File: config.mk
export PLATFORM = sky130hd
export DESIGN_NAME = vfm_ctrl
export DESIGN_NICKNAME = d
export VERILOG_FILES = /design/src/rtl/core/vfm_pkg.sv /design/src/rtl/core/vfm_ctrl.sv
export SDC_FILE = /design/constraint.sdc
export NUM_CORES = 1
export LEC_CHECK = 0
export CAP_MARGIN = 20
export CELL_PAD_IN_SITES_DETAIL_PLACEMENT = 0
export CELL_PAD_IN_SITES_GLOBAL_PLACEMENT = 1
export CORE_AREA = 8 8 45 47
export CTS_CLUSTER_DIAMETER = 200
export CTS_CLUSTER_SIZE = 20
export DETAILED_ROUTE_END_ITERATION = 6
export DIE_AREA = 0 0 53 55
export DONT_BUFFER_PORTS = 1
export MAX_ROUTING_LAYER = met4
export PLACE_DENSITY = 0.46
export SYNTH_ARGS = -nofsm -noshare
export SYNTH_HDL_FRONTEND = slang
export SYNTH_SLANG_ARGS = --single-unit
File: constraint.sdc
create_clock -name clk_i -period 1.7 [get_ports clk_i]
set_input_delay 0.17 -clock clk_i [delete_from_list [all_inputs] [get_ports clk_i]]
set_output_delay 0.17 -clock clk_i [all_outputs]
set_load 0.03 [all_outputs]
File: src/rtl/core/vfm_pkg.sv
`timescale 1ns / 1ps
// Shared types and constants for the voxel face-culling mesher.
// Used by the register bank, controller, datapath and top level; no dependencies.

package vfm_pkg;

  // Voxel store geometry: 32 x 32 x 32 cells, address {x, y, z}
  localparam int COORD_W     = 5;
  localparam int ADDR_W      = 3 * COORD_W;
  localparam int VOXELS      = 1 << ADDR_W;
  localparam int SIZE_W      = 6;
  localparam int COLOR_W     = 32;
  localparam int VCNT_W      = 20;
  localparam int STEP_W      = 3;
  localparam int NUM_FACES   = 6;
  localparam int MAX_DIM_DEF = 32;

  // Read sequence: centre cell first, then the six neighbours
  localparam logic [STEP_W-1:0] STEP_CTR  = 3'd0;
  localparam logic [STEP_W-1:0] STEP_NXM  = 3'd1;
  localparam logic [STEP_W-1:0] STEP_NXP  = 3'd2;
  localparam logic [STEP_W-1:0] STEP_NYM  = 3'd3;
  localparam logic [STEP_W-1:0] STEP_NYP  = 3'd4;
  localparam logic [STEP_W-1:0] STEP_NZM  = 3'd5;
  localparam logic [STEP_W-1:0] STEP_NZP  = 3'd6;
  localparam logic [STEP_W-1:0] STEP_LAST = STEP_NZP;

  // Item opcodes
  localparam logic OP_WRITE = 1'b0;
  localparam logic OP_MESH  = 1'b1;

  // Configuration register indexes
  typedef enum logic [1:0] {
    REG_SIZE_X = 2'd0,
    REG_SIZE_Y = 2'd1,
    REG_SIZE_Z = 2'd2
  } reg_idx_e;

  typedef enum logic [1:0] {
    S_IDLE,
    S_READ,
    S_DRAIN,
    S_EMIT
  } state_e;

  typedef struct packed {
    logic [SIZE_W-1:0] size_x;
    logic [SIZE_W-1:0] size_y;
    logic [SIZE_W-1:0] size_z;
  } sizes_t;

  // Controller to datapath
  typedef struct packed {
    logic wr;    // write the input voxel into the store
    logic load;  // latch a meshing transaction
    logic rd;    // issue the store read for the current step
    logic emit;  // load the next face into the output register
  } cmd_t;

  // Datapath to controller
  typedef struct packed {
    logic rd_done;     // last neighbour read is being issued
    logic mask_empty;  // no exposed faces left
    logic mask_one;    // at most one exposed face left (exactly one when the mask is not empty)
    logic out_free;    // output register can take a face this cycle
  } sts_t;

endpackage

File: src/rtl/core/vfm_ctrl.sv
`timescale 1ns / 1ps
// Controller state machine: sequences store writes, the seven store reads of a
// meshing transaction and the face emission. Depends on vfm_pkg.

module vfm_ctrl (
  input  logic          clk_i,
  input  logic          rst_ni,
  input  logic          in_valid_i,
  input  logic          op_i,
  output logic          in_stall_o,
  input  vfm_pkg::sts_t sts_i,
  output vfm_pkg::cmd_t cmd_o
);

  vfm_pkg::state_e state_q, state_d;

  // Next state
  always_comb begin
    state_d = state_q;
    unique case (state_q)
      vfm_pkg::S_IDLE: begin
        if (in_valid_i && op_i == vfm_pkg::OP_MESH) state_d = vfm_pkg::S_READ;
      end
      vfm_pkg::S_READ: begin
        if (sts_i.rd_done) state_d = vfm_pkg::S_DRAIN;
      end
      vfm_pkg::S_DRAIN: begin
        state_d = vfm_pkg::S_EMIT;
      end
      vfm_pkg::S_EMIT: begin
        if (sts_i.mask_empty) begin
          state_d = vfm_pkg::S_IDLE;
        end else if (sts_i.out_free && sts_i.mask_one) begin
          state_d = vfm_pkg::S_IDLE;
        end
      end
      default: state_d = vfm_pkg::S_IDLE;
    endcase
  end

  // Outputs
  always_comb begin
    cmd_o      = '0;
    in_stall_o = 1'b1;
    unique case (state_q)
      vfm_pkg::S_IDLE: begin
        in_stall_o = 1'b0;
        cmd_o.wr   = in_valid_i && op_i == vfm_pkg::OP_WRITE;
        cmd_o.load = in_valid_i && op_i == vfm_pkg::OP_MESH;
      end
      vfm_pkg::S_READ: begin
        cmd_o.rd = 1'b1;
      end
      vfm_pkg::S_DRAIN: begin
        cmd_o = '0;
      end
      vfm_pkg::S_EMIT: begin
        cmd_o.emit = !sts_i.mask_empty && sts_i.out_free;
      end
      default: cmd_o = '0;
    endcase
  end

  always_ff @(posedge clk_i or negedge rst_ni) begin
    if (!rst_ni) begin
      state_q <= vfm_pkg::S_IDLE;
    end else begin
      state_q <= state_d;
    end
  end

endmodule

[Yosys cells after proc, flatten, opt, wreduce, memory -nomap -nowiden]
Index checks and enable logic that the tools add are counted.
Word-level totals
  flip-flop bits (word level): 2
  bits of input ports: 8
Operators by class
  eq/ne operators: 6
  mux-type cells: 9
  bitwise logic cells: 1
  reductions and logical operators: 7
Operator list (count)
  $mux 2: 5
  $pmux 2 s4: 1
  $eq 2x2->1 const B: 2
  $logic_and 1x1->1: 4
  $ne 2x2->1 const B: 2
  $mux 1: 3
  $ne 3x3->1 const B: 1
  $reduce_and 3->1: 1
  $eq 2x1->1 const B: 1
  $logic_not 2->1: 1
  $logic_not 1->1: 1
  $not 1->1: 1

[Longest topological paths before layout]
Gate-level depths: netlist of the first run.
  word-level depth: 4
  mapped depth: 4

[Least setup slack after synthesis of the first run]
Ideal clock, no wire load.
  path kind: reg2reg
  start point: register state_q[1]
  end point: register state_q[1]
  library setup time: 0.127 ns
  arrival time: 1.545 ns
  data required time: 1.573 ns
  setup slack: 0.028 ns
  cell stages (with the launch flop): 5
  buffers on the path: 0
  period minus slack after synthesis: 1.672 ns
  path through: dfrtp_1 -> inv_1 -> ha_1 -> a222oi_1 -> mux2_1
On the way
  cells in the longest elaborated chain, start to end: 3
  elaborated cells on any way between the ends: 9
  classes of those cells: eq/ne (6); mux (1); reduce/logical (2)
RTL lines
  start: declaration: line vfm_ctrl.sv:15  | vfm_pkg::state_e state_q, state_d;
  start signal: assignment: line vfm_ctrl.sv:66  | state_q <= vfm_pkg::S_IDLE;
  start signal: assignment: line vfm_ctrl.sv:68  | state_q <= state_d;
  $eq 2x2->1 (tied with other cells): line vfm_ctrl.sv:20  | unique case (state_q)
  $ne 3x3->1 (no line) / $ne 2x2->1 (equally long branches)
  $reduce_and 3->1 (no line)
Parallel ways exist; a longest one is shown, timed or not.
A chain may end at the register's enable or synchronous reset.

[Final worst setup path of the first run]
Ends and elaborated chain as after synthesis.

==> key figures, run 1 <==
Status
  – Outcome: finished, final reports clean

Place
  – GPL Wtd Cong: 0.674
  – DP Worst Slack: 0.0973 ns
  – Cell count after placement: 41
  – Placed inst area: 248 um^2
  – DP HPWL: 397 um
  – Port buffer count: 0

Critical path
  – CP Data Arrival Time: between 1.5 and 2 ns
  – Slowest CP cell: a222oi_1
  – Crit start category: register
  – CP required: around 1.8 ns
  – Crit Path Max Fanout: 4
  – Critical path class: reg2reg
  – Worst path buffer plus inverter count: 1
  – Worst path cell trace: inv_2 -> ha_1 -> a222oi_1 -> mux2_1
  – CP endpoint kind: register
  – Crit path largest cell delay: around 0.44 ns
  – Setup crit start: state_q[1]$_DFFE_PN0P_
  – R2r startpoint: state_q[1]$_DFFE_PN0P_
  – Top cell family by delay on the critical path: compound AO/OA/AOI/OAI gates

Power
  – VDD IR max: around 530 uV
  – Sequential share of power: 19.0%
  – Internal cell power: about 300 uW
  – Sw power: 241 uW
  – Sw frac: 44.9%
  – Total power: 537 uW
  – Clk pwr share: 19.4%
  – Static leakage: 0.147 nW
  – PwrDens: 1880 nW/um^2
  – Comb pwr share: about three fifths

Synthesis
  – Top cells by area, synth: ha_1 (30%), dfrtp_1 (24%), inv_1 (7.3%), nor2b_4 (6.7%), mux2_1 (5.5%)
  – Synth Instances: 22
  – Synth Area in Simple Gates: 22.6%
  – Biggest area consumer among synthesized cells: ha_1
  – Syn_nets: 35
  – Yosys Warn Count: 0
  – Netlist cell types: 11
  – XOR/XNOR Fraction of Synth Area: 0%
  – Synth Cell Area: 205 um^2
  – Async S/R FF share, synth: between 90% and 100%
  – Mux contribution to synthesized area: 10.4%
  – Compound-gate portion of the synthesized area: 4.88%
  – Top-count cell post-synth: ha_1
  – Sequential area share after synthesis: roughly a quarter
  – Post-Synth Adder-Cell Area: roughly 30%
  – Post-Syn Area per Cell: 9.33 um^2
  – Top-area cell type share of the netlist area: 30.5%
  – Synth Register Bits: 2
  – Main synth FF type: dfrtp_1
  – Largest family of logic cells by synthesized area: adder cells
  – Number of synthesized flops with an enable pin: 0
  – List of most frequent post-synthesis cells: ha_1 (5), inv_1 (4), nand2_1 (3), dfrtp_1 (2), nor2_1 (2)

Layout
  – Area Growth Syn to Fin: 39.0%
  – Biggest regs: state_q (2)
  – Finished layout cell area: 285 um^2
  – Share of cells above drive strength 1: 37.9%
  – Fin util: 20.6%
  – Fin cells: between 40 and 50
  – N_diodes: 0
  – Most flops, register: state_q
  – Max reg flops: 2
  – Nets: 44

CTS
  – Sink Count: 2
  – Worst-Skew Late Latency: 0.22 ns
  – CTS Buf Count: 3
  – Max Buffers Root-to-Sink: 2
  – CTS tree: done
  – Clock Pin Slew Worst Setup and Hold Paths: 0.03 ns
  – CTS root buf: clkbuf_4
  – Total number of H-tree levels: 1

GRT
  – GR Layer Usage met1: 4.71%
  – GR peak layer: met4
  – Met2 GRT Util: around 3.9%
  – Vias in the first global route: 169
  – GRT met3 Usage: 2.67%
  – Largest net degree at the start of global routing: 5
  – Global-route wire length before repair: approximately 760 um
  – GRT Util Overall: 4.11%
  – GRT overflow: 0
  – Initial antenna violation count: 0

STA
  – Final Setup Violations: 0
  – Worst Skew: ~0.0013 ns
  – Fin crit share: 93.9%
  – Total negative slack: 0 ns
  – Worst-Margin Slew: 0.405 ns
  – Final Slew Violations: 0
  – WHS: about 0.18 ns
  – Fin worst setup slack: 0.104 ns
  – Min cycle time layout: 1.60 ns
  – Slew headroom: 73.0%
  – Max Fclk: approximately 0.63 GHz
  – Final hold viol count: 0

Worst hold path
  – Hold crit path type: in2async

Die
  – Die width: about 53 um
  – Io pins: 13
  – Initial Util: 14.8%
  – Rows: 14
  – DIE HEIGHT: 55 um
  – Core Area: 1380 um^2
  – Die ar.: between 2000 and 3000 um^2

Route
  – Via-to-Cell Ratio: 3.62
  – Drt initial violations: 4
  – DRC: 0
  – Antenna Nets Post-Route: 0
  – Routed len/inst: 10.4 um
  – DRT Pass-1 Iters: 4
  – Total Wirelength: around 470 um
  – Via count: 163

Run
  – Maxcap violations: 0
==> layer usage <==
layer	part of all wire (%)	routed length, um
met1	41	189
met2	35	162
met3	24	114
met4	0	0
met5	0	0
==> cell type report <==
cell class	instances	area, um^2
Inverter	4	15.0
Multi-Input combinational cell	16	145
Tap cell	16	20.0
Sequential cell	2	50.0
Fill cell	164	1100
Timing Repair Buffer	4	32.5
Clock buffer	3	22.5
==> layout by cell type (no fill, tap or decap) <==
cell type	netlist	final
a222oi_1	1	1
and2_2	1	1
and3_1	1	1
buf_4	0	3
clkbuf_4	0	3
dfrtp_1	2	2
dlygate4sd3_1	0	1
ha_1	5	3
ha_2	0	2
inv_1	4	3
inv_2	0	1
mux2_1	1	1
mux2i_1	1	1
nand2_1	3	3
nor2_1	2	2
nor2b_4	1	1
==> logic make-up (layout without fill, tap and decap cells) <==
family | after synthesis | after routing
simple gates | 8 | 8
fa+ha+maj | 5 | 5
buf+inv | 4 | 11
mux | 2 | 2
flops | 2 | 2
compound gates | 1 | 1
==> power groups by stage <==
stage	clock (mW)	combinational (mW)	sequential, mW
finish	0.104	0.330	0.102
global route	0.125	0.381	0.106
CTS	0.114	0.330	0.0986
detailed placement	0	0.327	0.0992
global placement	0	0.317	0.0999
floorplan	0	0.244	0.0938
==> path summary, 6_finish.rpt <==
path / endpoint / cells past startpoint / slack [ns]
max in group asynchronous: state_q[0]$_DFFE_PN0P_ / 1 / 1.40
max: state_q[1]$_DFFE_PN0P_ / 4 / 0.10
min reg2reg: state_q[1]$_DFFE_PN0P_ / 1 / 0.58
min: state_q[1]$_DFFE_PN0P_ / 1 / 0.18
min in group clk_i: state_q[1]$_DFFE_PN0P_ / 3 / 0.32
max reg2reg: state_q[1]$_DFFE_PN0P_ / 4 / 0.10
==> timing repair <==
item / 4_1_cts / 5_1_grt
endpoints found under the setup margin: 0 / 1
hold endpoints to repair: 2 / 0
gates resized for setup: 0 / 3
setup buffers: 0 / 0
hold buffers: 1 / 0
Power figures use the tool's default switching activity.
==> run 2: changes to the inputs <==
--- a/config.mk
+++ b/config.mk
@@ -6,8 +6,8 @@
 export NUM_CORES = 1
 export LEC_CHECK = 0
 export CAP_MARGIN = 20
-export CELL_PAD_IN_SITES_DETAIL_PLACEMENT = 0
-export CELL_PAD_IN_SITES_GLOBAL_PLACEMENT = 1
+export CELL_PAD_IN_SITES_DETAIL_PLACEMENT = 1
+export CELL_PAD_IN_SITES_GLOBAL_PLACEMENT = 2
 export CORE_AREA = 8 8 45 47
 export CTS_CLUSTER_DIAMETER = 200
 export CTS_CLUSTER_SIZE = 20
@@ -15,7 +15,7 @@
 export DIE_AREA = 0 0 53 55
 export DONT_BUFFER_PORTS = 1
 export MAX_ROUTING_LAYER = met4
-export PLACE_DENSITY = 0.46
+export PLACE_DENSITY = 0.53
 export SYNTH_ARGS = -nofsm -noshare
 export SYNTH_HDL_FRONTEND = slang
 export SYNTH_SLANG_ARGS = --single-unit
==> run 2 against run 1 <==
Against the previous run: non-clock buffer count up 1; final area increased by 0.88%; sequential share of layout area is 0.15 points lower; sequential power barely moved; clock power about the same; flip-flop and latch count stayed put; maximum frequency is 0.49% lower; clock skew is 0.0011 ns higher; critical path depth grew 1; largest cell class unchanged; highest routed layer is now met4.
==> key figures, run 2 (same netlist as run 1, synthesis figures left out) <==
STA
  – Min cycle time layout: 1.60 ns
  – Final Slew Violations: 0
  – Max Fclk: 0.624 GHz
  – Final hold viol count: 0
  – Final Setup Violations: 0
  – Worst-Margin Slew: 0.315 ns
  – WHS: around 0.18 ns
  – Worst Skew: 0.00244 ns
  – RSZ-0062 raised after global routing: false
  – Fin crit share: 94.3%
  – Slew headroom: 79.1%
  – Total negative slack: 0 ns

Critical path
  – Crit Reg-Reg Endpoint: state_q[1]$_DFFE_PN0P_
  – Top cell family by delay on the critical path: flip-flops
  – R2R Setup Slk: 0.1 ns
  – Slowest CP cell: dfrtp_1
  – R2r startpoint: state_q[1]$_DFFE_PN0P_
  – Crit Path Max Fanout: 4
  – CP endpoint kind: register
  – Crit start category: register
  – Crit path largest cell delay: roughly 0.38 ns
  – Critical path class: reg2reg
  – CP Data Arrival Time: 1.70 ns
  – Worst path buffer plus inverter count: 2
  – Worst path cell trace: inv_1 -> ha_1 -> a222oi_1 -> buf_4 -> mux2_1
  – R2R cell count: 5
  – CP required: 1.80 ns

Route
  – Total Wirelength: 511 um
  – DRT Pass-1 Iters: 4
  – Drt initial violations: 2
  – Via-to-Cell Ratio: approximately 3.8
  – Antenna Nets Post-Route: 0
  – Routed len/inst: 11.1 um
  – Via count: 174
  – DRC: 0

Die
  – Core Area: 1380 um^2
  – Die ar.: 2920 um^2
  – Rows: 14
  – Die width: around 53 um
  – DIE HEIGHT: 55 um
  – Io pins: 13
  – Initial Util: between 10% and 20%

CTS
  – Sink Count: 2
  – CTS Buf Count: 3
  – Max Buffers Root-to-Sink: 2
  – Gates resized, CTS repair: 0
  – CTS tree: done
  – CTS root buf: clkbuf_4
  – Worst-Skew Late Latency: 0.22 ns
  – Total number of H-tree levels: 1
  – Clock Pin Slew Worst Setup and Hold Paths: 0.03 ns

Layout
  – # fillers: roughly 160
  – Fin util: 20.8%
  – Biggest regs: state_q (2)
  – Share of cells above drive strength 1: 30.0%
  – N_diodes: 0
  – Commonest non-fill, non-tap cell in the layout: ha_1
  – Max reg flops: 2
  – Fin cells: 46
  – Most flops, register: state_q
  – Sequential cell area: between 50 and 60 um^2
  – Area Growth Syn to Fin: 40.2%
  – Most frequent cells in the layout: ha_1 (5), inv_1 (4), buf_4 (4)
  – Nets: 45
  – Multi-input gate area: 140 um^2

Run
  – Maxcap violations: 0

Status
  – Outcome: finished, final reports clean

Place
  – GPL Wtd Cong: 0.715
  – Port buffer count: 0
  – Cell count after placement: 41

GRT
  – GRT overflow: 0
  – Largest net degree at the start of global routing: 5
  – Initial antenna violation count: 0
  – GR peak layer: met2
  – GRT Util Overall: 4.05%
  – Global-route wire length before repair: 793 um
  – Met2 GRT Util: 5.86%
  – GR Layer Usage met1: 3.50%
  – Vias in the first global route: 194
  – GRT met3 Usage: 1.87%

Power
  – Total power: around 550 uW
  – VDD IR max: between 500 and 600 uV
  – Static leakage: 0.156 nW
  – PwrDens: 1910 nW/um^2

Worst hold path
  – Hold crit path type: in2async
[run 2: worst register-to-register path: stages, from the launching register on]
cell      delay (ns)
dfrtp_1         0.38
inv_1           0.09
ha_1            0.20
a222oi_1        0.33
buf_4           0.17
mux2_1          0.31
[run 2: final cells by class]
cell class                      count  area share [%]
Timing Repair Buffer                5            13.9
Tap cell                           16            6.96
Inverter                            4            5.22
Clock buffer                        3            7.83
Sequential cell                     2            17.4
Multi-Input combinational cell     16            48.7
[run 2: power breakdown]
| part | internal [mW] | total, mW | switching [mW] |
|---|---|---|---|
| registers | 0.0758 | 0.0990 | 0.0232 |
| logic | 0.155 | 0.348 | 0.193 |
| clock network | 0.0778 | 0.104 | 0.0259 |
[run 2: worst max-delay path by stage]
stage / startpoint / endpoint / slack [ns] / depth (start not counted)
final: state_q[1]$_DFFE_PN0P_ / state_q[1]$_DFFE_PN0P_ / 0.1 / 5
after global routing: state_q[1]$_DFFE_PN0P_ / state_q[1]$_DFFE_PN0P_ / 0.02 / 5
after CTS: state_q[1]$_DFFE_PN0P_ / state_q[1]$_DFFE_PN0P_ / 0.06 / 4
after detailed placement: state_q[1]$_DFFE_PN0P_ / state_q[1]$_DFFE_PN0P_ / 0.07 / 4
after global placement: state_q[0]$_DFFE_PN0P_ / state_q[1]$_DFFE_PN0P_ / 0.13 / 4
after floorplan: state_q[1]$_DFFE_PN0P_ / state_q[1]$_DFFE_PN0P_ / 0.03 / 4
[run 2: metrics by stage]
step           cell area, um^2  setup WS [ns]
4_1_cts                    280         0.0614
3_5_place_dp               248         0.0709
5_1_grt                    288         0.0192
6_report                   288         0.0963
2_1_floorplan              205         0.0278
3_3_place_gp               248          0.133
[run 2: what timing repair did]
action,CTS,global route
endpoints found under the setup margin,0,2
hold buffers,1,0
endpoints found under the hold margin,2,0
buffers inserted,0,1
[run 2: metal layers]
| metal | vias to the layer above | share of wire, % |
|---|---|---|
| met3 | 2 | 10 |
| met2 | 10 | 46 |
| li1 | 86 | - |
| met1 | 76 | 41 |
| met4 | 0 | 2.2 |
| met5 | - | 0 |
==> run 3: changes to the inputs <==
--- a/config.mk
+++ b/config.mk
@@ -15,7 +15,7 @@
 export DIE_AREA = 0 0 53 55
 export DONT_BUFFER_PORTS = 1
 export MAX_ROUTING_LAYER = met4
-export PLACE_DENSITY = 0.53
+export PLACE_DENSITY_LB_ADDON = 0.1
 export SYNTH_ARGS = -nofsm -noshare
 export SYNTH_HDL_FRONTEND = slang
 export SYNTH_SLANG_ARGS = --single-unit
==> run 3 against run 2 <==
Against the previous run: power up 9.4%; die area unchanged; via count grew 2.9%; critical path type unchanged.
==> key figures, run 3 (same netlist as run 1, synthesis figures left out) <==
Layout
  – Most flops, register: state_q
  – Commonest non-fill, non-tap cell in the layout: buf_4
  – Most frequent cells in the layout: buf_4 (5), inv_1 (4), nand2_1 (3), ha_2 (3), clkbuf_4 (3)
  – Finished layout cell area: slightly above 300 um^2
  – # fillers: 168
  – Area Growth Syn to Fin: 49.4%
  – Max reg flops: 2
  – N_diodes: 0
  – Biggest regs: state_q (2)
  – Share of cells above drive strength 1: 45.2%
  – Nets: 46

Critical path
  – Crit start category: register
  – CP required: 1.80 ns
  – Critical path class: reg2reg
  – Crit Path Max Fanout: 3
  – CP endpoint kind: register
  – CP Data Arrival Time: 1.67 ns

CTS
  – CTS tree: done
  – Max Buffers Root-to-Sink: 2
  – CTS Buf Count: 3
  – CTS root buf: clkbuf_4
  – Sink Count: 2
  – Total number of H-tree levels: 1
  – Clock Pin Slew Worst Setup and Hold Paths: 0.03 ns
  – Worst-Skew Late Latency: about 0.22 ns

Route
  – WL met1: about 210 um
  – Total Wirelength: 576 um
  – Via count: 179
  – DRC: 0
  – Antenna Nets Post-Route: 0
  – Drt initial violations: 3
  – Top sig layer: met4
  – Routed len/inst: approximately 12 um
  – Met2 routed WL: about 300 um
  – DRT Pass-1 Iters: 4
  – Met3 routed WL: 57 um
  – Via-to-Cell Ratio: approximately 3.8

Power
  – Sw power: 251 uW
  – Static leakage: 0.161 nW
  – PwrDens: between 1500 and 2000 nW/um^2
  – Sequential share of power: ~16%
  – Comb pwr share: 66.5%
  – Clk pwr share: between 10% and 20%
  – Internal cell power: 352 uW
  – Sw frac: 41.6%
  – VDD IR max: slightly below 500 uV

STA
  – Total negative slack: 0 ns
  – Max Fclk: 0.634 GHz
  – Worst Skew: 0.00483 ns
  – Final hold viol count: 0
  – Final Slew Violations: 0
  – Fin crit share: 92.7%
  – Slew headroom: 78.2%
  – Final Setup Violations: 0
  – Min cycle time layout: 1.58 ns
  – Worst-Margin Slew: 0.329 ns
  – RSZ-0062 raised after global routing: false

Die
  – DIE HEIGHT: 55 um
  – Initial Util: 14.8%
  – Die width: around 53 um
  – Core Area: roughly 1400 um^2
  – Rows: 14
  – Die ar.: 2920 um^2
  – Io pins: 13

Place
  – GPL Wtd Cong: roughly 0.60
  – Placed inst area: approximately 250 um^2
  – Port buffer count: 0

GRT
  – Initial antenna violation count: 0
  – Vias in the first global route: slightly below 200
  – Global-route wire length before repair: around 860 um
  – Largest net degree at the start of global routing: 5
  – GRT Util Overall: about 4.7%
  – GRT overflow: 0

Status
  – Outcome: finished, final reports clean

Run
  – Maxcap violations: 0

Worst hold path
  – Hold crit path type: in2async
run 3: cell types whose count changed in the layout (fill, tap and decap cells not counted), sizes merged:
| cell | before | now |
|---|---|---|
| buf | 4 | 5 |
run 3: power by group through the flow:
stage	logic, mW	clock network, mW	registers (mW)
after floorplan	0.244	0	0.0938
after global placement	0.323	0	0.104
after detailed placement	0.327	0	0.102
after CTS	0.331	0.111	0.101
after global routing	0.453	0.119	0.103
final	0.401	0.104	0.0980
run 3: worst max-delay path, cell delays in order (launching register included):
cell and delay (ns):
dfrtp_1 0.37, inv_1 0.09, ha_2 0.18, a222oi_1 0.35
buf_4 0.18, mux2_4 0.29
run 3: stage by stage:
stage          cells  worst slack (ns)  util [%]  power, mW  hold slack (ns)
6_report          47             0.124      22.2      0.603            0.179
5_1_grt           47            0.0111      22.2      0.675            0.171
4_1_cts           45            0.0410      20.3      0.543            0.175
3_5_place_dp      41            0.0548      17.9      0.428           -0.126
3_3_place_gp      41            0.0831      17.9      0.427           -0.126
2_1_floorplan     22            0.0278         -      0.338           -0.126
run 3: metal layers:
| metal | GRT usage (%) | vias up |
|---|---|---|
| met5 | - | - |
| met2 | 6.84 | 6 |
| met3 | 4.28 | 2 |
| li1 | - | 89 |
| met1 | 3.48 | 82 |
| met4 | 3.88 | 0 |
run 3: final timing paths:
kind / start / end / slack [ns] / depth (start not counted)
max reg2reg: state_q[1]$_DFFE_PN0P_ / state_q[1]$_DFFE_PN0P_ / 0.12 / 5
min: rst_ni / state_q[0]$_DFFE_PN0P_ / 0.18 / 1
min in group clk_i: in_valid_i / state_q[1]$_DFFE_PN0P_ / 0.43 / 4
max: state_q[1]$_DFFE_PN0P_ / state_q[1]$_DFFE_PN0P_ / 0.12 / 5
min reg2reg: state_q[0]$_DFFE_PN0P_ / state_q[0]$_DFFE_PN0P_ / 0.65 / 2
max in group asynchronous: rst_ni / state_q[1]$_DFFE_PN0P_ / 1.39 / 1
run 3: layout make-up:
cell class                 instances  area (um^2)  area share (%)
sequential                         2         50.0            16.3
timing repair buffer               6         47.5            15.5
clock buffer                       3         22.5            7.35
multi-input combinational         16          151            49.4
inverter                           4         15.0            4.90
tap                               16         20.0            6.53
run 3: what timing repair did:
action,in CTS,in global routing
endpoints found under the setup margin,0,1
gates resized for setup,0,4
hold buffers,1,0
buffers inserted,0,2
hold endpoints to repair,2,0
