`config.mk`:
```
export PLATFORM = sky130hd
export DESIGN_NAME = vfm_cfg_regs
export DESIGN_NICKNAME = d
export VERILOG_FILES = /design/src/rtl/core/vfm_pkg.sv /design/src/rtl/core/vfm_cfg_regs.sv
export SDC_FILE = /design/constraint.sdc
export NUM_CORES = 1
export LEC_CHECK = 0
export ABC_AREA = 0
export BUFFER_PORTS_ARGS = -buffer_cell sky130_fd_sc_hd__buf_2
export CAP_MARGIN = 10
export CORE_ASPECT_RATIO = 1.5
export CORE_MARGIN = 2
export CORE_UTILIZATION = 40
export CTS_CLUSTER_DIAMETER = 120
export DETAILED_ROUTE_END_ITERATION = 10
export PLACE_DENSITY_LB_ADDON = 0.1
export SYNTH_ARGS = -nofsm -noshare
export SYNTH_HDL_FRONTEND = slang
export SYNTH_SLANG_ARGS = --single-unit
```
`constraint.sdc`:
```
create_clock -name clk_i -period 1.14 [get_ports clk_i]
set_clock_uncertainty 0.05 [all_clocks]
set_input_delay 0.057 -clock clk_i [delete_from_list [all_inputs] [get_ports clk_i]]
set_output_delay 0.057 -clock clk_i [all_outputs]
set_load 0.1 [all_outputs]
```
`src/rtl/core/vfm_pkg.sv`:
```
`timescale 1ns / 1ps
// Shared types and constants for the voxel face-culling mesher.
// Used by the register bank, controller, datapath and top level; no dependencies.

package vfm_pkg;

  // Voxel store geometry: 32 x 32 x 32 cells, address {x, y, z}
  localparam int COORD_W     = 5;
  localparam int ADDR_W      = 3 * COORD_W;
  localparam int VOXELS      = 1 << ADDR_W;
  localparam int SIZE_W      = 6;
  localparam int COLOR_W     = 32;
  localparam int VCNT_W      = 20;
  localparam int STEP_W      = 3;
  localparam int NUM_FACES   = 6;
  localparam int MAX_DIM_DEF = 32;

  // Read sequence: centre cell first, then the six neighbours
  localparam logic [STEP_W-1:0] STEP_CTR  = 3'd0;
  localparam logic [STEP_W-1:0] STEP_NXM  = 3'd1;
  localparam logic [STEP_W-1:0] STEP_NXP  = 3'd2;
  localparam logic [STEP_W-1:0] STEP_NYM  = 3'd3;
  localparam logic [STEP_W-1:0] STEP_NYP  = 3'd4;
  localparam logic [STEP_W-1:0] STEP_NZM  = 3'd5;
  localparam logic [STEP_W-1:0] STEP_NZP  = 3'd6;
  localparam logic [STEP_W-1:0] STEP_LAST = STEP_NZP;

  // Item opcodes
  localparam logic OP_WRITE = 1'b0;
  localparam logic OP_MESH  = 1'b1;

  // Configuration register indexes
  typedef enum logic [1:0] {
    REG_SIZE_X = 2'd0,
    REG_SIZE_Y = 2'd1,
    REG_SIZE_Z = 2'd2
  } reg_idx_e;

  typedef enum logic [1:0] {
    S_IDLE,
    S_READ,
    S_DRAIN,
    S_EMIT
  } state_e;

  typedef struct packed {
    logic [SIZE_W-1:0] size_x;
    logic [SIZE_W-1:0] size_y;
    logic [SIZE_W-1:0] size_z;
  } sizes_t;

  // Controller to datapath
  typedef struct packed {
    logic wr;    // write the input voxel into the store
    logic load;  // latch a meshing transaction
    logic rd;    // issue the store read for the current step
    logic emit;  // load the next face into the output register
  } cmd_t;

  // Datapath to controller
  typedef struct packed {
    logic rd_done;     // last neighbour read is being issued
    logic mask_empty;  // no exposed faces left
    logic mask_one;    // at most one exposed face left (exactly one when the mask is not empty)
    logic out_free;    // output register can take a face this cycle
  } sts_t;

endpackage

```
`src/rtl/core/vfm_cfg_regs.sv`:
```
`timescale 1ns / 1ps
// APB-style register bank holding the three grid size registers.
// Depends on vfm_pkg for the register index codes and the sizes struct.

module vfm_cfg_regs (
  input  logic                clk_i,
  input  logic                rst_ni,
  input  logic                psel,
  input  logic                penable,
  input  logic                pwrite,
  input  logic [3:0]          paddr,
  input  logic [31:0]         pwdata,
  output logic [31:0]         prdata,
  output logic                pready,
  output vfm_pkg::sizes_t     sizes_o
);

  vfm_pkg::sizes_t sizes_q, sizes_d;
  logic            wr_en;

  assign pready = 1'b1;
  assign wr_en  = psel && penable && pwrite;

  // Decode the write
  always_comb begin
    sizes_d = sizes_q;
    if (wr_en) begin
      unique case (paddr[3:2])
        vfm_pkg::REG_SIZE_X: sizes_d.size_x = pwdata[vfm_pkg::SIZE_W-1:0];
        vfm_pkg::REG_SIZE_Y: sizes_d.size_y = pwdata[vfm_pkg::SIZE_W-1:0];
        vfm_pkg::REG_SIZE_Z: sizes_d.size_z = pwdata[vfm_pkg::SIZE_W-1:0];
        default: sizes_d = sizes_q;
      endcase
    end
  end

  always_ff @(posedge clk_i or negedge rst_ni) begin
    if (!rst_ni) begin
      sizes_q.size_x <= 6'd32;
      sizes_q.size_y <= 6'd32;
      sizes_q.size_z <= 6'd32;
    end else begin
      sizes_q <= sizes_d;
    end
  end

  // Read back
  always_comb begin
    prdata = '0;
    unique case (paddr[3:2])
      vfm_pkg::REG_SIZE_X: prdata = {26'd0, sizes_q.size_x};
      vfm_pkg::REG_SIZE_Y: prdata = {26'd0, sizes_q.size_y};
      vfm_pkg::REG_SIZE_Z: prdata = {26'd0, sizes_q.size_z};
      default: prdata = '0;
    endcase
  end

  assign sizes_o = sizes_q;

endmodule

```
Word-level counts from Yosys, hierarchy flattened

Index checks and enable logic that the tools add are counted.

Memories kept: 0
ROM bits: 0
Flip-flop bits (word level): 18
Bits in latches: 0
RAM bits: 0

Multipliers: 0
Bitwise logic cells: 0
Divide/modulo/power cells: 0
Shifts and indexed selects: 0
Multiplexer cells: 1
Equality and inequality tests: 2
$add $sub $neg: 0
Reduce and logical (&&, ||, !) cells: 6
$lt $le $gt $ge: 0

Operators by type and width:

| cell                                                            | number |
|---|---|
| 6-bit one-hot mux with 3 select lines                           | 1 |
| 2-bit AND reduction                                             | 3 |
| 2-bit by 1-bit == test with 1-bit output, second input constant | 1 |
| 2-bit == test, second input constant                            | 1 |
| 1-bit logical AND                                               | 2 |
| 2-bit zero test                                                 | 1 |

Longest topological paths before layout

Gate-level depths: netlist (run 1).

Word-level depth: 3
Gate-level depth with buffers: 4
Depth with buffers taken out: 3

Least setup slack after synthesis (run 1)

Ideal clock, no wire load.

Path kind: register -> output
From: register sizes_q, in the netlist sizes_o[6]
To: output port prdata[0]
Cell stages (with the launch flop): 3
Path buffers: 0
Data required time: 1033 ps
Slack: -2180 ps
Arrival: 3213 ps
Cell sequence: dfrtp_1 > mux2i_1 > o21ai_0

Cells in the longest elaborated chain, start to end: 1

RTL lines:

| item                                  | RTL line           | source |
|---|---|---|
| start: declaration                    | vfm_cfg_regs.sv:18 | `vfm_pkg::sizes_t sizes_q, sizes_d;` |
| start signal: assignment              | vfm_cfg_regs.sv:43 | `sizes_q <= sizes_d;` |
| 6-bit one-hot mux with 3 select lines | vfm_cfg_regs.sv:50 | `unique case (paddr[3:2])` |
| end: declaration                      | vfm_cfg_regs.sv:13 | `output logic [31:0] prdata,` |

No other way between the ends.

Worst setup path after layout (run 1)

From: register sizes_q, in the netlist sizes_o[11]
To: output port prdata[5]

Same word-level chain as after synthesis.

==> results.txt, run 1 <==
Reg area -> 504 sq um
RSZ-0062 raised after global routing -> yes
Router iterations before antenna repair -> 4
Yosys reg bits -> 18
Clock network fraction of total power -> 6.6%
Switching part of the total -> 53.1%
# DRC -> 0
Pwr per Cell Area -> 2340 nW/um^2
Post-synth top area cell -> dfrtp_1
Num rows -> 22
Setup crit end kind -> output port
Fin. max-slew vios -> 0
Sequential area share after synthesis -> 42.6%
CORE AREA -> 2500 sq um
Mapped Area -> 1070 sq um
Clk sinks -> 18
Cell Int Power -> 0.00231 W
Via count -> 851
Seq pwr share -> 21.8%
DRT iter0 DRCs -> 11
Crit path max fanout -> 2
Post-DRT Antenna Nets -> 0
Pin count of the biggest net entering global routing -> 19
PnR worst setup slack -> -0.294 ns
Clock root buffer master -> clkbuf_4
CTS buffer count -> 3
Gr usage total -> 20.6%
Yosys synthesis warning count -> 0
Die width -> 46.2 um
Leakage power -> 0.941 nW
P_sw -> 0.00261 W
Finish-stage setup viols -> 19
Logic gate share of total power -> 71.7%
WP data arrival -> 1.33 ns
Fill count -> 126
Vias in the first global route -> 905
Synth top area share -> 35.2%
Synth Instances -> 90
Pre-CTS setup slack -> -0.254 ns
Final net count -> 205
CTS tree -> done
Avg Cell Area, Syn -> 11.9 sq um
Tcrit/Tclk final -> 126%
Cell count after placement -> 174
CP Data Required Time -> 1.03 ns
Clock buffer depth -> 2
Number of I/O port buffers -> 36
Critical path startpoint category -> flip-flop
Max reg flops -> 18
Gr ovfl total -> 0
Fin cells -> 199
Detailed Route WL -> 2.78 mm
Initial core utilization -> 42.6%
Setup TNS -> -1.89 ns
Top post-synthesis cells by area -> dfrtp_1 35%, buf_4 19%, mux2_2 13%
Worst Hold Class -> input pin to asynchronous set/reset pin
Initial antenna violation count -> 0
Crit path time final -> 1.43 ns
Die ar. -> 3110 sq um
Area grow syn2layout -> 96.8%
First-pass GRT wire length -> 4.54 mm
Share of layout cells above drive strength 1 -> 73.0%
Library cells used by synthesis -> 15
Worst vdd ir -> 1650 uV
MaxCap Viol Count -> 0
WL per Instance -> 14.0 um
Failing checks -> negative setup slack
Inserted Diodes -> 0
Clk slew on worst S/H paths -> 0.10 ns
Final Hold Viols -> 0
Die Ht -> 67.3 um
Worst-skew pair later-pin latency -> 0.28 ns
I/O pins -> 92
Global placement routability congestion -> 0.767
Status -> finished with violations
Final HPWL DP -> 1.93 mm
Fmax -> 697 MHz
DR vias/cell -> 4.28
CTS H-tree depth -> 1
Setup CP Type -> flip-flop to output port
Multi-input logic area -> 624 sq um
-- critical path, stage by stage (launching register included) --
cell     delay, ns
dfstp_4       0.64
mux2i_4       0.07
o21ai_4       0.14
buf_12        0.19
-- cells in the final DEF (no fill, tap or decap) --
| cell type | count |
|---|---|
| buf_12 | 25 |
| buf_2 | 12 |
| buf_4 | 15 |
| buf_6 | 14 |
| clkbuf_1 | 1 |
| clkbuf_4 | 3 |
| conb_1 | 27 |
| dfrtp_2 | 7 |
| dfrtp_4 | 8 |
| dfstp_4 | 3 |
| dlygate4sd3_1 | 7 |
| mux2_2 | 12 |
| mux2_4 | 6 |
| mux2i_4 | 6 |
| nand2_1 | 6 |
| nand3_1 | 1 |
| nor2b_1 | 1 |
| nor3_2 | 1 |
| nor3b_2 | 1 |
| o21ai_4 | 6 |
| or3b_1 | 1 |
-- through the flow --
| step | total power (W) | utilization [%] | hold WS (ns) | instance area (sq um) |
|---|---|---|---|---|
| after floorplan | 0.00330 | - | -0.289 | 1350 |
| after global placement | 0.00428 | 73.2 | -0.0439 | 1830 |
| after detailed placement | 0.00430 | 73.2 | -0.0387 | 1830 |
| after CTS | 0.00483 | 81.6 | 0.180 | 2040 |
| after global routing | 0.00507 | 83.9 | 0.186 | 2100 |
| final | 0.00492 | 83.9 | 0.173 | 2100 |
-- routing by layer --
layer | vias to the layer above | track usage, % | wire length (um)
li1 | 396 | - | -
met1 | 411 | 26.1 | 1030
met2 | 40 | 35.1 | 1610
met3 | 4 | 2.41 | 115
met4 | 0 | 7.50 | 31
met5 | - | 0 | 0
-- cells by family (layout without fill, tap and decap cells) --
logic type	Yosys count	count (layout)	synth area share, %
buffers and inverters	29	77	21.1
muxes	24	24	26.7
DFF	18	18	42.6
and+or+nand+nor	11	11	6.10
AOI/OAI and AO/OA	6	6	2.81
other	2	27	0.704
-- Yosys cell counts --
| master | instances |
|---|---|
| conb_1 | 2 |
| nor3b_2 | 1 |
| nand3_1 | 1 |
| or3b_1 | 1 |
| mux2_4 | 6 |
| nor3_2 | 1 |
| buf_6 | 2 |
| nand2_1 | 6 |
| buf_4 | 27 |
| nor2b_1 | 1 |
| o21ai_0 | 6 |
| mux2_2 | 12 |
| mux2i_1 | 6 |
| dfstp_2 | 3 |
| dfrtp_1 | 15 |
-- power groups by stage --
stage               Sequential, W  Combinational [W]  Clock (W)
floorplan                 0.00215            0.00115          0
global placement          0.00112            0.00316          0
detailed placement        0.00113            0.00318          0
CTS                       0.00106            0.00344   0.000333
global route              0.00109            0.00362   0.000359
finish                    0.00107            0.00353   0.000323
-- area by class of cell --
cell class | instances | area share [%]
repair buffers | 73 | 42.9
multi-input cells | 68 | 29.7
flip-flops and latches | 18 | 24.0
well taps | 36 | 2.14
clock buffers | 4 | 1.25
-- worst paths after layout --
path	from	to	slack (ns)	cells past startpoint
min reg2reg	sizes_o[4]	sizes_o[4]	0.53	1
min in group clk_i	paddr[2]	sizes_o[14]	0.30	4
max	sizes_o[11]	prdata[5]	-0.29	3
max in group asynchronous	rst_ni	sizes_o[9]	0.54	2
min	rst_ni	sizes_o[14]	0.17	2
max reg2reg	sizes_o[8]	sizes_o[8]	-0.01	3
-- timing repair --
item | 4_1_cts | 5_1_grt
pin swaps | 5 | 0
resized for setup | 10 | 7
hold buffers | 7 | 0
endpoints found under the hold margin | 36 | 0
cloned | 0 | 0
setup buffers | 10 | 5
setup endpoints to repair | 9 | 19
Power figures use the tool's default switching activity.
==> run 2: changes to the inputs <==
--- a/config.mk
+++ b/config.mk
@@ -13,6 +13,7 @@
 export CORE_UTILIZATION = 40
 export CTS_CLUSTER_DIAMETER = 120
 export DETAILED_ROUTE_END_ITERATION = 10
+export MAX_ROUTING_LAYER = met4
 export PLACE_DENSITY_LB_ADDON = 0.1
 export SYNTH_ARGS = -nofsm -noshare
 export SYNTH_HDL_FRONTEND = slang
==> run 2 against run 1 <==
The run still ends with negative setup slack left. Die area unchanged. Via count decreased by 0.12%. Critical path depth unchanged. Worst setup slack about the same. Clock-buffer cell count unchanged. Flip-flop and latch count unchanged. Clock power about the same. First-iteration DRC count unchanged. Global-route usage increased by 0.57 points. Cell count unchanged. Utilization unchanged. Largest cell class unchanged.
==> results.txt, run 2 (synthesis results as in run 1) <==
Fin cells -> 199
Fin. max-slew vios -> 0
# DRC -> 0
Cell count after placement -> 174
Inserted Diodes -> 0
Final net count -> 205
CP Data Required Time -> 1.03 ns
Leakage power -> 0.941 nW
Critical path startpoint category -> flip-flop
DRT iter0 DRCs -> 11
Final HPWL DP -> 1.93 mm
Post-DRT Antenna Nets -> 0
CTS H-tree depth -> 1
Fmax -> 697 MHz
Clock root buffer master -> clkbuf_4
Fin Hold WS -> 0.173 ns
Initial core utilization -> 42.6%
Pwr Total -> 0.00492 W
Initial antenna violation count -> 0
Detailed Route WL -> 2.77 mm
Setup CP Type -> flip-flop to output port
Finish-stage setup viols -> 19
Router iterations before antenna repair -> 4
RSZ-0062 raised after global routing -> yes
CTS buffer count -> 3
Crit path max fanout -> 2
Top Layer Used -> met4
Die width -> 46.2 um
Share of layout cells above drive strength 1 -> 73.0%
Number of I/O port buffers -> 36
Tcrit/Tclk final -> 126%
Num rows -> 22
Most common cell after layout, fill and taps aside -> conb_1
Clk sinks -> 18
Setup crit end kind -> output port
WP data arrival -> 1.33 ns
Worst-skew pair later-pin latency -> 0.28 ns
DR vias/cell -> 4.27
Metal2 WL -> 1.61 mm
Die ar. -> 3110 sq um
CTS tree -> done
Clock buffer depth -> 2
Most frequent cells in the layout -> 27 x conb_1, 25 x buf_12, 15 x buf_4, 14 x buf_6
Gr usage total -> 21.2%
Crit path time final -> 1.43 ns
Routed length on met3 -> 101 um
Via count -> 850
Final Hold Viols -> 0
Max reg flops -> 18
Worst vdd ir -> 1650 uV
CORE AREA -> 2500 sq um
First-pass GRT wire length -> 4.54 mm
Global placement routability congestion -> 0.777
PnR worst setup slack -> -0.294 ns
Die Ht -> 67.3 um
Pin count of the biggest net entering global routing -> 19
Setup TNS -> -1.89 ns
Met1 wire length -> 1.03 mm
Gr ovfl total -> 0
Pwr per Cell Area -> 2340 nW/um^2
Status -> finished with violations
Vias in the first global route -> 905
Failing checks -> negative setup slack
Clk slew on worst S/H paths -> 0.10 ns
Area grow syn2layout -> 96.8%
I/O pins -> 92
Worst Hold Class -> input pin to asynchronous set/reset pin
MaxCap Viol Count -> 0
WL per Instance -> 13.9 um
-- run 2: cell counts in the layout (fill, tap and decap cells not counted) --
Identical to the previous run, type by type.
-- run 2: layout make-up --
class | instances | area [sq um]
timing repair buffer | 73 | 901
fill | 126 | 404
tap | 36 | 45.0
clock buffer | 4 | 26.3
multi-input combinational | 68 | 624
sequential | 18 | 504
-- run 2: stage by stage --
stage | utilization (%) | setup slack (ns) | area, sq um
after floorplan | - | -0.452 | 1350
after global placement | 73.2 | -0.186 | 1830
after detailed placement | 73.2 | -0.254 | 1830
after CTS | 81.6 | -0.312 | 2040
after global routing | 83.9 | -0.346 | 2100
final | 83.9 | -0.294 | 2100
-- run 2: path summary, 6_finish.rpt --
path,cells after the start,slack [ns],from,to
setup / recovery,3,-0.29,sizes_o[11],prdata[5]
hold / removal,2,0.17,rst_ni,sizes_o[14]
setup reg to reg,3,-0.01,sizes_o[8],sizes_o[8]
hold reg to reg,1,0.53,sizes_o[4],sizes_o[4]
max in group asynchronous,2,0.54,rst_ni,sizes_o[9]
min in group clk_i,4,0.30,paddr[2],sizes_o[14]
-- run 2: power breakdown --
| group | internal, W | total (W) | switching (W) |
|---|---|---|---|
| Clock | 0.000136 | 0.000323 | 0.000187 |
| Combinational | 0.00129 | 0.00353 | 0.00223 |
| Sequential | 0.000878 | 0.00107 | 0.000193 |
-- run 2: per-layer routing --
| metal | track usage (%) | vias up |
|---|---|---|
| li1 | - | 396 |
| met1 | 26.6 | 410 |
| met2 | 35.1 | 40 |
| met3 | 1.60 | 4 |
| met4 | 7.50 | 0 |
| met5 | - | - |
-- run 2: what timing repair did --
action / CTS / global route
endpoints found under the setup margin: 9 / 19
pin swaps: 5 / 0
hold buffers: 7 / 0
buffers inserted: 10 / 5
gates resized for setup: 10 / 7
hold endpoints to repair: 36 / 0
-- run 2: critical path, cell delays in order (launching register included) --
cell and delay, ns:
dfstp_4 0.64, mux2i_4 0.07, o21ai_4 0.14, buf_12 0.19
==> run 3: changes to the inputs <==
--- a/config.mk
+++ b/config.mk
@@ -6,13 +6,12 @@
 export NUM_CORES = 1
 export LEC_CHECK = 0
 export ABC_AREA = 0
-export BUFFER_PORTS_ARGS = -buffer_cell sky130_fd_sc_hd__buf_2
 export CAP_MARGIN = 10
-export CORE_ASPECT_RATIO = 1.5
 export CORE_MARGIN = 2
-export CORE_UTILIZATION = 40
+export CORE_UTILIZATION = 55
 export CTS_CLUSTER_DIAMETER = 120
 export DETAILED_ROUTE_END_ITERATION = 10
+export DONT_BUFFER_PORTS = 1
 export MAX_ROUTING_LAYER = met4
 export PLACE_DENSITY_LB_ADDON = 0.1
 export SYNTH_ARGS = -nofsm -noshare
==> run 3 against run 2 <==
The run now fails in 4_1_cts. Area after synthesis unchanged. Synthesized cell count is the same.
==> results.txt, run 3 <==
Fail Step -> 4_1_cts
Synth Instances -> 90
Hold buffers post-CTS -> 7
Yosys reg bits -> 18
Initial core utilization -> 59.9%
Clock root buffer master -> clkbuf_4
Library cells used by synthesis -> 15
Num rows -> 15
Mapped Area -> 1070 sq um
Post-synth EDFFs -> 0
Top post-synthesis cells by area -> dfrtp_1 35%, buf_4 19%, mux2_2 13%
Number of I/O port buffers -> 0
Avg Cell Area, Syn -> 11.9 sq um
Die width -> 48.1 um
Post-CTS sizing -> 46
Synth top area share -> 35.2%
Global placement routability congestion -> 0.750
Main synth FF type -> dfrtp_1
Tool error -> [ERROR DPL-0038] Utilization greater than 100%, impossible to legalize
Cell count after placement -> 145
Post-synth top area cell -> dfrtp_1
Most numerous cell in the Yosys netlist -> buf_4
Yosys synthesis warning count -> 0
Clk sinks -> 18
CTS buffer count -> 3
Post-CTS setup buffer count -> 10
Clock buffer depth -> 2
Die Ht -> 48.1 um
Post-synth top cells -> 27 x buf_4, 15 x dfrtp_1, 12 x mux2_2
Final HPWL DP -> 1.81 mm
I/O pins -> 92
Sequential area share after synthesis -> 42.6%
CTS H-tree depth -> 1
FFs w/ async S/R, synth -> 100%
Status -> stopped before the end
-- run 3: stage by stage --
stage | hold slack [ns] | util [%] | instance area, sq um | worst slack, ns
after floorplan | -0.289 | - | 1350 | -0.452
after global placement | -0.288 | 82.9 | 1480 | -0.0533
after detailed placement | -0.288 | 82.9 | 1480 | -0.115
-- run 3: logic make-up after synthesis --
family          share of synthesized area [%]
mux                                      26.7
flops                                    42.6
buf+inv                                  21.1
compound gates                           2.81
simple gates                             6.10
other cells                             0.704
==> run 4: changes to the inputs <==
--- a/config.mk
+++ b/config.mk
@@ -7,13 +7,11 @@
 export LEC_CHECK = 0
 export ABC_AREA = 0
 export CAP_MARGIN = 10
-export CORE_MARGIN = 2
-export CORE_UTILIZATION = 55
-export CTS_CLUSTER_DIAMETER = 120
+export CORE_AREA = 2 2 63 65
 export DETAILED_ROUTE_END_ITERATION = 10
+export DIE_AREA = 0 0 65 67
 export DONT_BUFFER_PORTS = 1
-export MAX_ROUTING_LAYER = met4
-export PLACE_DENSITY_LB_ADDON = 0.1
+export PLACE_DENSITY_LB_ADDON = 0.15
 export SYNTH_ARGS = -nofsm -noshare
 export SYNTH_HDL_FRONTEND = slang
 export SYNTH_SLANG_ARGS = --single-unit
==> run 4 against run 3 <==
The flow now finishes, with violations (negative hold slack, negative setup slack).
==> results.txt, run 4 (synthesis results as in run 1) <==
R2r setup slk -> 0.06 ns
Router iterations before antenna repair -> 4
Clk slew on worst S/H paths -> 0.07 ns
Worst-skew pair later-pin latency -> 0.25 ns
CTS buffer count -> 3
Fill count -> 320
Final HPWL DP -> 1.78 mm
CP Data Required Time -> 1.03 ns
Final net count -> 184
Leakage power -> 0.828 nW
Reg area -> 504 sq um
Finished Core Util -> 52.6%
Fin Hold WS -> -0.0756 ns
Max reg flops -> 18
Clk sinks -> 18
End of the worst register-to-register path -> sizes_o[17]
Setup TNS -> -1.04 ns
Die Ht -> 67 um
Setup crit end kind -> output port
Rel. slew slack -> 44.2%
Detailed Route WL -> 2.55 mm
CTS tree -> done
Via count -> 777
CORE AREA -> 3610 sq um
Failing checks -> negative hold slack, negative setup slack
Tcrit/Tclk final -> 122%
WL per Instance -> 13.4 um
Fin. max-slew vios -> 0
Most common cell after layout, fill and taps aside -> conb_1
Crit path time final -> 1.39 ns
Worst vdd ir -> 1100 uV
Worst path slowest cell -> dfstp_4
RSZ-0062 raised after global routing -> yes
Least-Margin Pin Slew -> 0.837 ns
Gr usage total -> 13.0%
MaxCap Viol Count -> 0
Critical path startpoint category -> flip-flop
Worst path cell trace -> mux2i_4 -> o21ai_4 -> buf_12
Gr ovfl total -> 0
Area grow syn2layout -> 77.8%
Largest stage delay on the critical path -> 0.63 ns
DR vias/cell -> 4.09
Number of I/O port buffers -> 0
Pwr per Cell Area -> 2490 nW/um^2
I/O pins -> 92
Final Hold Viols -> 15
Multi-input logic area -> 624 sq um
Share of layout cells above drive strength 1 -> 69.0%
Num rows -> 22
DRT iter0 DRCs -> 7
# DRC -> 0
Finish-stage setup viols -> 11
Vias in the first global route -> 811
Die ar. -> 4360 sq um
Clock buffer depth -> 2
Clock root buffer master -> clkbuf_8
Die width -> 65 um
Pin count of the biggest net entering global routing -> 19
Setup CP Type -> flip-flop to output port
Status -> finished with violations
Post-DRT Antenna Nets -> 0
Global placement routability congestion -> 0.699
Initial antenna violation count -> 0
Pre-CTS setup slack -> -0.0489 ns
First-pass GRT wire length -> 4.11 mm
Worst reg2reg startpoint -> sizes_o[17]
CTS H-tree depth -> 1
Initial core utilization -> 29.6%
Fmax -> 721 MHz
Inserted Diodes -> 0
Most frequent cells in the layout -> 27 x conb_1, 17 x buf_12, 17 x buf_4, 12 x mux2_2, 11 x buf_6
R2R depth -> 3
WP data arrival -> 1.28 ns
PnR worst setup slack -> -0.247 ns
Crit path max fanout -> 2
Worst Hold Class -> input pin to asynchronous set/reset pin
Hold buffers post-CTS -> 7
==> run 4: worst max-delay path by stage <==
stage                     start         end  slack (ns)  depth (start not counted)
floorplan           sizes_o[11]   prdata[5]       -0.45                          2
global placement         pwrite  sizes_o[8]       -0.03                          4
detailed placement       pwrite  sizes_o[3]       -0.05                          5
CTS                 sizes_o[11]   prdata[5]       -0.26                          3
global route        sizes_o[11]   prdata[5]       -0.28                          3
finish              sizes_o[11]   prdata[5]       -0.25                          3
==> run 4: per-stage QoR <==
step / cells / instance area (sq um) / hold slack (ns) / power, W
4_1_cts: 190 / 1880 / 0.144 / 0.00473
3_5_place_dp: 167 / 1500 / -0.288 / 0.00373
5_1_grt: 190 / 1900 / -0.0190 / 0.00489
2_1_floorplan: 115 / 1350 / -0.289 / 0.00330
6_report: 190 / 1900 / -0.0756 / 0.00472
3_3_place_gp: 167 / 1500 / -0.288 / 0.00371
==> run 4: timing repair <==
| action | CTS | global route |
|---|---|---|
| setup buffers | 12 | 0 |
| cloned | 0 | 0 |
| gates resized for setup | 43 | 4 |
| hold endpoints to repair | 36 | 15 |
| pin swaps | 5 | 0 |
| endpoints found under the setup margin | 9 | 32 |
==> run 4: report_power, final <==
group | leakage (nW) | switching [W] | internal (W) | total, W
logic | 0.606 | 0.00216 | 0.00107 | 0.00323
clock network | 0.0228 | 0.000201 | 0.000248 | 0.000449
registers | 0.200 | 0.000162 | 0.000879 | 0.00104
==> run 4: cell type report <==
| class | instances | area share (%) |
|---|---|---|
| multi-input combinational | 68 | 32.9 |
| sequential | 18 | 26.6 |
| tap | 48 | 3.16 |
| timing repair buffer | 52 | 35.0 |
| clock buffer | 4 | 2.37 |
==> run 4: critical path: cells and delay by family, from the launching register on <==
family | cells | cell delay [ns]
AO/OA/AOI/OAI | 1 | 0.14
buffers and inverters | 1 | 0.19
flip-flops | 1 | 0.63
multiplexers | 1 | 0.07
==> run 4: layer usage <==
metal,global-route usage [%],vias to the layer above,routed length [um],share of wire [%]
li1,-,359,-,-
met1,14.6,379,992,39
met2,23.8,37,1390,54
met3,3.21,2,140,5.5
met4,3.99,0,27,1.1
met5,0,-,0,0
